===== src/hw/rtl/bkrf_pkg.sv =====
package bkrf_pkg;

	localparam int unsigned BTN_W   = 32;
	localparam int unsigned TICK_W  = 32;
	localparam int unsigned DELAY_W = 24;
	localparam int unsigned DATA_W  = 32;
	localparam int unsigned ADDR_W  = 5;
	localparam int unsigned IDX_W   = 3;

	// Register index, taken from paddr[4:2]
	typedef enum logic [IDX_W-1:0] {
		REG_REPEAT_MASK = 3'd0,
		REG_NORMAL_MASK = 3'd1,
		REG_TOGGLE_MASK = 3'd2,
		REG_START_DELAY = 3'd3,
		REG_NEXT_DELAY  = 3'd4
	} reg_idx_t;

	// Input action codes
	typedef enum logic {
		ACT_PROCESS = 1'b0,
		ACT_RESET   = 1'b1
	} action_t;

endpackage


===== src/hw/rtl/button_key_repeat_filter.sv =====
// Typematic key-repeat filter for a 32-bit button bitmap. Each accepted item
// (action, buttons_in, timestamp) yields exactly one result item
// (filtered_buttons, raw_buttons). An item is registered at the input, worked
// through combinational compare-and-mask logic against the repeat state, and
// lands in an output register; out_valid rises once the input-stage item moves
// into the output register, which waits while out_stall holds it full, and one
// item is taken every cycle as long as out_stall stays low.
// The repeat state (last tick, last pattern, suppressed buttons, repeating
// flag) is fed back and updated as each item advances. A reset action records
// the held normal buttons and suppresses them until the held normal pattern
// changes; a new nonzero pattern passes whole and restarts timing; a held
// pattern passes only toggle buttons until start_delay ticks pass, then emits
// its repeat buttons once per delay (next_delay after the first repeat). Tick
// differences wrap modulo 2^32. Registers sit on an APB port at byte address
// 4*i: repeat_mask (0x00, a write of zero is ignored), normal_mask (0x04),
// toggle_mask (0x08), start_delay (0x0C, 24 bits), next_delay (0x10, 24 bits).
// Write registers only while no item is in flight.
module button_key_repeat_filter (
	input  logic                          clk,
	input  logic                          arst_n,

	input  logic                          in_valid,
	output logic                          in_stall,
	input  logic                          action,
	input  logic [bkrf_pkg::BTN_W-1:0]    buttons_in,
	input  logic [bkrf_pkg::TICK_W-1:0]   timestamp,

	output logic                          out_valid,
	input  logic                          out_stall,
	output logic [bkrf_pkg::BTN_W-1:0]    filtered_buttons,
	output logic [bkrf_pkg::BTN_W-1:0]    raw_buttons,

	input  logic                          psel,
	input  logic                          penable,
	input  logic                          pwrite,
	input  logic [bkrf_pkg::ADDR_W-1:0]   paddr,
	input  logic [bkrf_pkg::DATA_W-1:0]   pwdata,
	output logic [bkrf_pkg::DATA_W-1:0]   prdata,
	output logic                          pready
);

	// Configuration registers
	logic [bkrf_pkg::BTN_W-1:0]   repeat_mask_q;
	logic [bkrf_pkg::BTN_W-1:0]   normal_mask_q;
	logic [bkrf_pkg::BTN_W-1:0]   toggle_mask_q;
	logic [bkrf_pkg::DELAY_W-1:0] start_delay_q;
	logic [bkrf_pkg::DELAY_W-1:0] next_delay_q;

	// Repeat state
	logic [bkrf_pkg::TICK_W-1:0]  last_tick_q;
	logic [bkrf_pkg::BTN_W-1:0]   last_pattern_q;
	logic [bkrf_pkg::BTN_W-1:0]   pre_pressed_q;
	logic                         repeating_q;

	// Input stage
	logic                         valid_s1;
	bkrf_pkg::action_t            action_s1;
	logic [bkrf_pkg::BTN_W-1:0]   buttons_s1;
	logic [bkrf_pkg::TICK_W-1:0]  timestamp_s1;

	// Output stage
	logic                         out_valid_q;
	logic [bkrf_pkg::BTN_W-1:0]   filtered_q;
	logic [bkrf_pkg::BTN_W-1:0]   raw_q;

	logic                         out_free;
	logic                         advance;
	logic                         in_take;

	logic                         cfg_write;
	bkrf_pkg::reg_idx_t           cfg_idx;

	logic                         sup_hit;
	logic [bkrf_pkg::BTN_W-1:0]   b_sup;
	logic [bkrf_pkg::DELAY_W-1:0] delay;
	logic [bkrf_pkg::TICK_W-1:0]  elapsed;
	logic                         fire;
	logic                         same_pat;

	logic [bkrf_pkg::BTN_W-1:0]   filt_next;
	logic [bkrf_pkg::TICK_W-1:0]  last_tick_next;
	logic [bkrf_pkg::BTN_W-1:0]   last_pattern_next;
	logic [bkrf_pkg::BTN_W-1:0]   pre_pressed_next;
	logic                         repeating_next;

	// ---------------------------------------------------------------
	// Handshake: the output register frees when empty or being taken;
	// the input stage moves on whenever the output register frees.
	// ---------------------------------------------------------------
	assign out_free = !out_valid_q || !out_stall;
	assign advance  = valid_s1 && out_free;
	assign in_stall = valid_s1 && !out_free;
	assign in_take  = in_valid && !in_stall;

	assign out_valid        = out_valid_q;
	assign filtered_buttons = filtered_q;
	assign raw_buttons      = raw_q;

	// ---------------------------------------------------------------
	// Configuration port
	// ---------------------------------------------------------------
	assign pready    = 1'b1;
	assign cfg_write = psel && penable && pwrite && pready;
	assign cfg_idx   = bkrf_pkg::reg_idx_t'(paddr[bkrf_pkg::ADDR_W-1:2]);

	always_comb begin
		case (cfg_idx)
			bkrf_pkg::REG_REPEAT_MASK: prdata = repeat_mask_q;
			bkrf_pkg::REG_NORMAL_MASK: prdata = normal_mask_q;
			bkrf_pkg::REG_TOGGLE_MASK: prdata = toggle_mask_q;
			bkrf_pkg::REG_START_DELAY: prdata = {{(bkrf_pkg::DATA_W-bkrf_pkg::DELAY_W){1'b0}},
			                                     start_delay_q};
			bkrf_pkg::REG_NEXT_DELAY:  prdata = {{(bkrf_pkg::DATA_W-bkrf_pkg::DELAY_W){1'b0}},
			                                     next_delay_q};
			default:                   prdata = '0;
		endcase
	end

	always_ff @(posedge clk or negedge arst_n) begin
		if (!arst_n) begin
			repeat_mask_q <= '0;
			normal_mask_q <= '0;
			toggle_mask_q <= '0;
			start_delay_q <= '0;
			next_delay_q  <= '0;
		end else if (cfg_write) begin
			case (cfg_idx)
				bkrf_pkg::REG_REPEAT_MASK: begin
					// A zero mask would silence all repeats; keep the old one.
					if (pwdata != '0) repeat_mask_q <= pwdata;
				end
				bkrf_pkg::REG_NORMAL_MASK: normal_mask_q <= pwdata;
				bkrf_pkg::REG_TOGGLE_MASK: toggle_mask_q <= pwdata;
				bkrf_pkg::REG_START_DELAY: start_delay_q <= pwdata[bkrf_pkg::DELAY_W-1:0];
				bkrf_pkg::REG_NEXT_DELAY:  next_delay_q  <= pwdata[bkrf_pkg::DELAY_W-1:0];
				default: ;
			endcase
		end
	end

	// ---------------------------------------------------------------
	// Filter logic on the input stage
	// ---------------------------------------------------------------
	// Drop the held normal buttons while exactly that pattern stays down.
	assign sup_hit = (pre_pressed_q != '0) && (pre_pressed_q == (buttons_s1 & normal_mask_q));
	assign b_sup   = sup_hit ? (buttons_s1 & ~normal_mask_q) : buttons_s1;

	assign delay    = repeating_q ? next_delay_q : start_delay_q;
	assign elapsed  = timestamp_s1 - last_tick_q;
	assign fire     = elapsed >= {{(bkrf_pkg::TICK_W-bkrf_pkg::DELAY_W){1'b0}}, delay};
	assign same_pat = b_sup == last_pattern_q;

	always_comb begin
		filt_next         = b_sup;
		last_tick_next    = last_tick_q;
		last_pattern_next = last_pattern_q;
		repeating_next    = repeating_q;
		// Once the held pattern breaks, suppression is off for good.
		pre_pressed_next  = sup_hit ? pre_pressed_q : '0;

		if (action_s1 == bkrf_pkg::ACT_RESET) begin
			filt_next         = '0;
			last_tick_next    = '0;
			last_pattern_next = buttons_s1;
			pre_pressed_next  = buttons_s1 & normal_mask_q;
			repeating_next    = 1'b0;
		end else if (b_sup != '0) begin
			if (same_pat) begin
				if (fire) begin
					last_tick_next = timestamp_s1;
					repeating_next = 1'b1;
					filt_next      = b_sup & repeat_mask_q;
				end else begin
					filt_next      = b_sup & toggle_mask_q;
				end
			end else begin
				// New pattern: pass it whole and restart timing.
				last_tick_next    = timestamp_s1;
				last_pattern_next = b_sup;
				repeating_next    = 1'b0;
			end
		end
	end

	// ---------------------------------------------------------------
	// Registers
	// ---------------------------------------------------------------
	always_ff @(posedge clk or negedge arst_n) begin
		if (!arst_n) begin
			valid_s1       <= 1'b0;
			out_valid_q    <= 1'b0;
			last_tick_q    <= '0;
			last_pattern_q <= '0;
			pre_pressed_q  <= '0;
			repeating_q    <= 1'b0;
		end else begin
			if (in_take) begin
				valid_s1 <= 1'b1;
			end else if (advance) begin
				valid_s1 <= 1'b0;
			end

			if (out_free) begin
				out_valid_q <= valid_s1;
			end

			if (advance) begin
				last_tick_q    <= last_tick_next;
				last_pattern_q <= last_pattern_next;
				pre_pressed_q  <= pre_pressed_next;
				repeating_q    <= repeating_next;
			end
		end
	end

	always_ff @(posedge clk) begin
		if (in_take) begin
			action_s1    <= bkrf_pkg::action_t'(action);
			buttons_s1   <= buttons_in;
			timestamp_s1 <= timestamp;
		end
		if (advance) begin
			filtered_q <= filt_next;
			raw_q      <= buttons_s1;
		end
	end

	// ---------------------------------------------------------------
	// Assertions
	// ---------------------------------------------------------------
	a_stall_needs_item: assert property (@(posedge clk) disable iff (!arst_n)
		in_stall |-> valid_s1)
		else $error("input stalled with an empty input stage");

	a_advance_fills_out: assert property (@(posedge clk) disable iff (!arst_n)
		advance |=> out_valid_q)
		else $error("item moved on but output register is empty");

	a_state_holds_idle: assert property (@(posedge clk) disable iff (!arst_n)
		!advance |=> $stable(pre_pressed_q) && $stable(last_tick_q) && $stable(repeating_q))
		else $error("repeat state changed without an item");

	a_repeat_rises_on_fire: assert property (@(posedge clk) disable iff (!arst_n)
		$rose(repeating_q) |-> $past(advance && fire && same_pat))
		else $error("repeating set without a timed repeat");

endmodule

===== config.mk =====
export PLATFORM = sky130hd
export DESIGN_NAME = button_key_repeat_filter
export DESIGN_NICKNAME = d
export VERILOG_FILES = /design/src/hw/rtl/bkrf_pkg.sv /design/src/hw/rtl/button_key_repeat_filter.sv
export SDC_FILE = /design/constraint.sdc
export NUM_CORES = 1
export LEC_CHECK = 0
export BUFFER_PORTS_ARGS = -buffer_cell sky130_fd_sc_hd__buf_2
export CORE_MARGIN = 2
export CORE_UTILIZATION = 60
export DETAILED_ROUTE_END_ITERATION = 7
export PLACE_DENSITY = 0.77
export REMOVE_ABC_BUFFERS = 1
export SYNTH_ARGS = -nofsm -noshare
export SYNTH_HDL_FRONTEND = slang
export SYNTH_SLANG_ARGS = --single-unit

===== constraint.sdc =====
create_clock -name clk -period 5.84 [get_ports clk]
set_input_delay 0.584 -clock clk [delete_from_list [all_inputs] [get_ports clk]]
set_output_delay 0.584 -clock clk [all_outputs]
set_load 0.005 [all_outputs]

==> metrics.txt, run 1 <==
Tightest Pin Transition=1.18 ns; Post-CTS Setup Repair Bufs=0; max_cap viols=0; P&R area growth vs syn=14.7%; final setup fails=0; setup skew after layout=0.0107 ns; Final period util=0.933; setup_tns=0 ns; Layout Nets=2213; diodes inserted=0; die area=0.0346 mm2; XOR/XNOR share of the synthesized area=0.0176; Syn Inst Count=1861; Worst-path clk slew=0.06 ns; pin count of the biggest net entering global routing=126; Critical Path Source=timestamp_s1[0]$_DFFE_PP_; Pre-antenna DRT Iters=5; die span in x=186 um; critical path endpoint=filtered_buttons[17]$_SDFFCE_PP0P_; Worst R2R End=filtered_buttons[17]$_SDFFCE_PP0P_; VDD IR max=0.261 mV; Routed WL=64000 um; fin util=0.700; most frequent cells in the layout=243 x dfrtp_1, 235 x nand2_1, 203 x buf_2; syn_area_per_cell=10.7 um2; share of layout cells above drive strength 1=0.236; fin cells=2520; Final HPWL DP=45700 um; startpoint types=register; antenna violations before repair=4; worst hold slack=0.132 ns; Mapped Area=0.0199 mm2; Async SR Flop Fraction=0.653; simple-gate share of the synthesized area=0.110; fmax=183 MHz; dpl cells=2447; reg2reg start=timestamp_s1[0]$_DFFE_PP_; Post-Synth Adder-Cell Area=0.0356; final number of max-transition violations=0; clk buf depth=3; EDFF count, synth=129; Vert. Die Dim=186 um; multiplexer share of the synthesized area=0.123; Period minus WS final=5.45 ns; global-route wire length before repair=94800 um; CTS Root Cell=clkbuf_16; I/O Pins=208; FF-to-FF path depth=24; PnR worst setup slack=0.390 ns; Core Region=0.0326 mm2; vias per cell=6.57; CTS tree=built; #FFs+latches synth=372; CP Data Required Time=6.18 ns; element type at the critical path end=register; Residual DRC=0; vias post-DR=16600; Unique masters post-synth=68; register area share after synthesis=0.500; Main synth FF type=dfrtp_1; Synth Warn #=0; post-cts repair resize count=0; final hold viol count=0; total congestion overflow=0; r2r setup slk=0.39 ns; Iteration-0 DRC Markers=1585; RSZ-0062 raised after global routing=false; most common cell after layout, fill and taps aside=dfrtp_1; clk sink count=372; std cell rows=66; critical path type=reg -> reg; worst endpoint data arrival time=5.79 ns; H-tree Lvls=2; pre-CTS WS=0.108 ns; CTS Buf Count=40; CP max FO=20; Cell Pwr Density=341 mW/mm2; GPL Wtd Cong=1.08; worst skew pair latency=0.54 ns; Final ANT Viol Nets=0; Hold Crit Class=in -> async; WL/cell=25.4 um; Rel. slew slack=0.216; compound-gate portion of the synthesized area=0.165; vias in the first global route=16000; CTS Hold Bufs=0; global-route usage over all layers=0.367; initial core utilization=0.610; PortBufs=204; leakage=0.00999 uW; largest family of logic cells by synthesized area=compound AO/OA/AOI/OAI gates; outcome=finished, final reports clean
how the worst min path moves through the flow:
stage                                    start  cells after the start                             to
floorplan                               arst_n                      0  last_pattern_q[0]$_DFFE_PN0P_
global placement          valid_s1$_DFFE_PN0P_                      1          out_valid$_DFFE_PN0P_
detailed placement  timestamp_s1[10]$_DFFE_PP_                      1    last_tick_q[10]$_DFFE_PN0P_
CTS                                     arst_n                      1     last_tick_q[4]$_DFFE_PN0P_
global route                     timestamp[27]                      1     timestamp_s1[27]$_DFFE_PP_
finish                                  arst_n                      1    last_tick_q[31]$_DFFE_PN0P_
per-layer routing:
metal  wire [um]  up-vias  GRT usage
li1            -     7297          -
met1       25400     8169      0.480
met2       30400      889      0.603
met3        5110      198     0.0659
met4        3070        8      0.160
met5          40        -          0
worst max-delay path, stage by stage (launching register included):
cell	delay, ns
edfxtp_1	0.37
inv_1	0.07
ha_1	0.18
inv_1	0.07
fa_1	0.39
a21o_1	0.17
a21oi_1	0.25
o221ai_2	0.20
a41oi_2	0.34
nor2_1	0.08
nor2_1	0.14
o21bai_1	0.08
a21oi_1	0.17
xnor2_1	0.15
ha_1	0.28
a21o_1	0.17
a211oi_1	0.23
o21ai_0	0.15
a221oi_1	0.31
o211ai_1	0.15
a2111oi_2	0.27
and4_4	0.34
buf_12	0.23
nand2_1	0.10
a311oi_1	0.33
kinds of logic (layout without fill, tap and decap cells):
logic type | after synthesis | in the layout
fa+ha+maj | 56 | 56
simple gates | 469 | 469
compound gates | 465 | 465
xor+xnor | 40 | 40
flops | 372 | 372
buf+inv | 232 | 449
mux | 226 | 226
other cells | 1 | 1
sequential cells by signal (all words and copies together) (netlist names):
| name | flops |
|---|---|
| action_s1 | 1 |
| buttons_s1 | 32 |
| filtered_buttons | 32 |
| last_pattern_q | 32 |
| last_tick_q | 32 |
| next_delay_q | 24 |
| normal_mask_q | 32 |
| out_valid | 1 |
| pre_pressed_q | 32 |
| raw_buttons | 32 |
| repeat_mask_q | 32 |
| repeating_q | 1 |
| start_delay_q | 24 |
| timestamp_s1 | 32 |
| toggle_mask_q | 32 |
| valid_s1 | 1 |
power breakdown:
part / switching (uW) / leakage (uW) / internal (uW) / total, uW
Clock: 1030 / 0.000615 / 1460 / 2490
Sequential: 349 / 0.00436 / 3070 / 3420
Combinational: 1090 / 0.00501 / 787 / 1880
layout make-up:
| class | instances | area (um2) |
|---|---|---|
| Inverter | 110 | 414 |
| Clock inverter | 15 | 150 |
| Sequential cell | 372 | 9950 |
| Fill cell | 2384 | 9790 |
| Timing Repair Buffer | 267 | 1580 |
| Tap cell | 442 | 553 |
| Clock buffer | 57 | 1120 |
| Multi-Input combinational cell | 1257 | 9060 |
Yosys cell counts (21+ instances only):
cell type	instances	area [um2]
a31oi_1	40	250
o21ai_0	85	425
nand2_1	235	882
edfxtp_1	129	3870
nor4_1	21	131
dfrtp_1	243	6080
ha_1	55	688
nand4_1	26	163
a221o_1	23	230
xor2_1	26	228
a32o_1	25	250
buf_2	21	105
mux2i_1	83	831
mux2_2	142	1600
a21o_1	40	300
nand3_1	54	270
nor2_1	47	176
inv_1	109	409
a21oi_1	74	370
clkbuf_1	83	312
a311oi_1	45	394
through the flow:
step,instance area (um2),total power (uW)
after detailed placement,21500,5290
after global routing,22800,8100
after CTS,22800,7760
after floorplan,19400,4490
final,22800,7800
after global placement,21500,5220
Note: power is estimated with default switching activity, not from simulation.
==> inputs of run 2 (changes only) <==
==> constraint.sdc (replaced) <==
create_clock -name clk -period 6.8 [get_ports clk]
set_input_delay 0.68 -clock clk [delete_from_list [all_inputs] [get_ports clk]]
set_output_delay 0.68 -clock clk [all_outputs]
set_load 0.005 [all_outputs]
==> run 2 against run 1 <==
Net effect:
- fmax decreased by 9.3%
- worst hold slack improved by 0.048 ns
- cell count decreased by 0.83%
- register-to-register slack improved by 0.40 ns
- non-clock buffer count decreased by 30
- count of clock-buffer cells in the layout increased by 8
- worst setup slack improved by 0.40 ns
- first-iteration DRC count increased by 8.1%
- global-route usage increased by 0.29 points
- core utilization decreased by 0.70 points
- largest power group unchanged
==> metrics.txt, run 2 (synthesized netlist as in run 1, its figures left out) <==
outcome=finished, final reports clean (unchanged); H-tree Lvls=2 (unchanged); dpl cell area=0.0213 mm2 (was 0.0215 mm2); Pre-antenna DRT Iters=5 (unchanged); CTS Hold Bufs=0 (unchanged); most frequent cells in the layout=243 x dfrtp_1, 235 x nand2_1, 203 x buf_2 (unchanged); leakage=0.00986 uW (was 0.00999 uW); Layout Nets=2184 (was 2213); setup_tns=0 ns (unchanged); VDD IR max=0.278 mV (was 0.261 mV); vias post-DR=16600 (about the same); Cell Pwr Density=295 mW/mm2 (was 341 mW/mm2); RSZ-0062 raised after global routing=false (unchanged); max_cap viols=0 (unchanged); Tightest Pin Transition=1.23 ns (was 1.18 ns); worst hold slack=0.180 ns (was 0.132 ns); Final period util=0.883 (was 0.933); CTS tree=built (unchanged); Residual DRC=0 (unchanged); Final HPWL DP=44700 um (was 45700 um); pre-CTS WS=0.921 ns (was 0.108 ns); element type at the critical path end=register (unchanged); startpoint types=register (unchanged); PortBufs=204 (unchanged); antenna violations before repair=6 (was 4); total congestion overflow=0 (unchanged); critical path type=reg -> reg (unchanged); initial core utilization=0.610 (unchanged); PnR worst setup slack=0.793 ns (was 0.390 ns); final setup fails=0 (unchanged); std cell rows=66 (unchanged); die area=0.0346 mm2 (unchanged); pin count of the biggest net entering global routing=144 (was 126); dpl cells=2418 (was 2447); Post-CTS Setup Repair Bufs=0 (unchanged); CTS Buf Count=41 (was 40); Final Instance Area=0.0226 mm2 (was 0.0228 mm2); CP max FO=41 (was 20); Fillers=2426 (was 2384); global-route usage over all layers=0.370 (was 0.367); worst endpoint data arrival time=6.42 ns (was 5.79 ns); Core Region=0.0326 mm2 (unchanged); WL/cell=25.5 um (was 25.4 um); fin cells=2499 (was 2520); Rel. slew slack=0.180 (was 0.216); worst skew pair latency=0.55 ns (was 0.54 ns); Iteration-0 DRC Markers=1713 (was 1585); setup skew after layout=0.0169 ns (was 0.0107 ns); fmax=166 MHz (was 183 MHz); Hold Crit Class=in -> async (unchanged); post-cts repair resize count=0 (unchanged); GPL Wtd Cong=1.00 (was 1.08); global-route wire length before repair=96100 um (was 94800 um); most common cell after layout, fill and taps aside=dfrtp_1 (unchanged); vias per cell=6.65 (was 6.57); die span in x=186 um (unchanged); vias in the first global route=16300 (was 16000); Routed WL=63700 um (was 64000 um); clk sink count=372 (unchanged); CTS Root Cell=clkbuf_16 (unchanged); I/O Pins=208 (unchanged); Vert. Die Dim=186 um (unchanged); Final ANT Viol Nets=0 (unchanged); P&R area growth vs syn=13.6% (was 14.7%); CP Data Required Time=7.21 ns (was 6.18 ns); Period minus WS final=6.01 ns (was 5.45 ns); final hold viol count=0 (unchanged); final number of max-transition violations=0 (unchanged); share of layout cells above drive strength 1=0.228 (was 0.236); clk buf depth=3 (unchanged); Worst-path clk slew=0.06 ns (about the same)
[run 2: changes by cell type in the layout (fill, tap and decap cells not counted), sizes merged]
cell      previous run  this run
buf                266       237
clkbuf              58        65
diode                0         5
bufinv               3         0
clkinvlp             2         0
inv                109       111
clkinv              11        10
[run 2: final timing paths]
path / end / slack, ns / start / cells after the start
max: last_tick_q[4]$_DFFE_PN0P_ / 0.79 / timestamp_s1[0]$_DFFE_PP_ / 25
min: last_tick_q[4]$_DFFE_PN0P_ / 0.18 / arst_n / 1
max reg2reg: last_tick_q[4]$_DFFE_PN0P_ / 0.79 / timestamp_s1[0]$_DFFE_PP_ / 25
min reg2reg: last_tick_q[25]$_DFFE_PN0P_ / 0.50 / timestamp_s1[25]$_DFFE_PP_ / 1
max in group asynchronous: pre_pressed_q[12]$_DFFE_PN0P_ / 5.30 / arst_n / 2
min in group clk: buttons_s1[20]$_DFFE_PP_ / 0.31 / buttons_in[20] / 1
[run 2: power breakdown]
part / internal [uW] / switching (uW)
logic: 637 / 871
registers: 2640 / 345
clock network: 1270 / 912
total: 4550 / 2130
[run 2: final cells by class]
type                            count  area [um2]  area share
Sequential cell                   372        9950       0.440
Multi-Input combinational cell   1257        9040       0.400
Timing Repair Buffer              237        1300      0.0577
Clock buffer                       65        1260      0.0557
Tap cell                          442         553      0.0245
Inverter                          110         414      0.0183
Clock inverter                     11        65.1     0.00288
Antenna cell                        5        12.5    0.000554
[run 2: routing by layer]
| metal | vias up | track usage | share of wire |
|---|---|---|---|
| met5 | - | 0 | 0.00020 |
| met4 | 2 | 0.174 | 0.050 |
| met3 | 212 | 0.0728 | 0.090 |
| met2 | 954 | 0.596 | 0.47 |
| met1 | 8202 | 0.485 | 0.39 |
| li1 | 7251 | - | - |
[run 2: per-stage QoR]
step	power, uW	utilization
detailed placement	4480	0.652
global placement	4420	0.652
global route	6950	0.693
CTS	6650	0.693
floorplan	3860	-
finish	6670	0.693
[run 2: critical path: stages, from the launching register on]
cell and delay (ns):
edfxtp_1 0.36, inv_1 0.09, ha_1 0.17, inv_1 0.05, fa_1 0.40, a21o_1 0.18
a21oi_1 0.27, o221ai_1 0.26, a41oi_2 0.25, buf_4 0.17, nor2_1 0.05, nor2_1 0.19
o21bai_1 0.10, a21oi_1 0.18, xnor2_1 0.14, ha_1 0.27, a21o_1 0.16, a211oi_1 0.21
o21ai_0 0.15, a221oi_1 0.35, o211ai_1 0.15, a2111oi_0 0.44, and4_1 0.32, buf_12 0.27
a21oi_1 0.25, o311ai_0 0.43
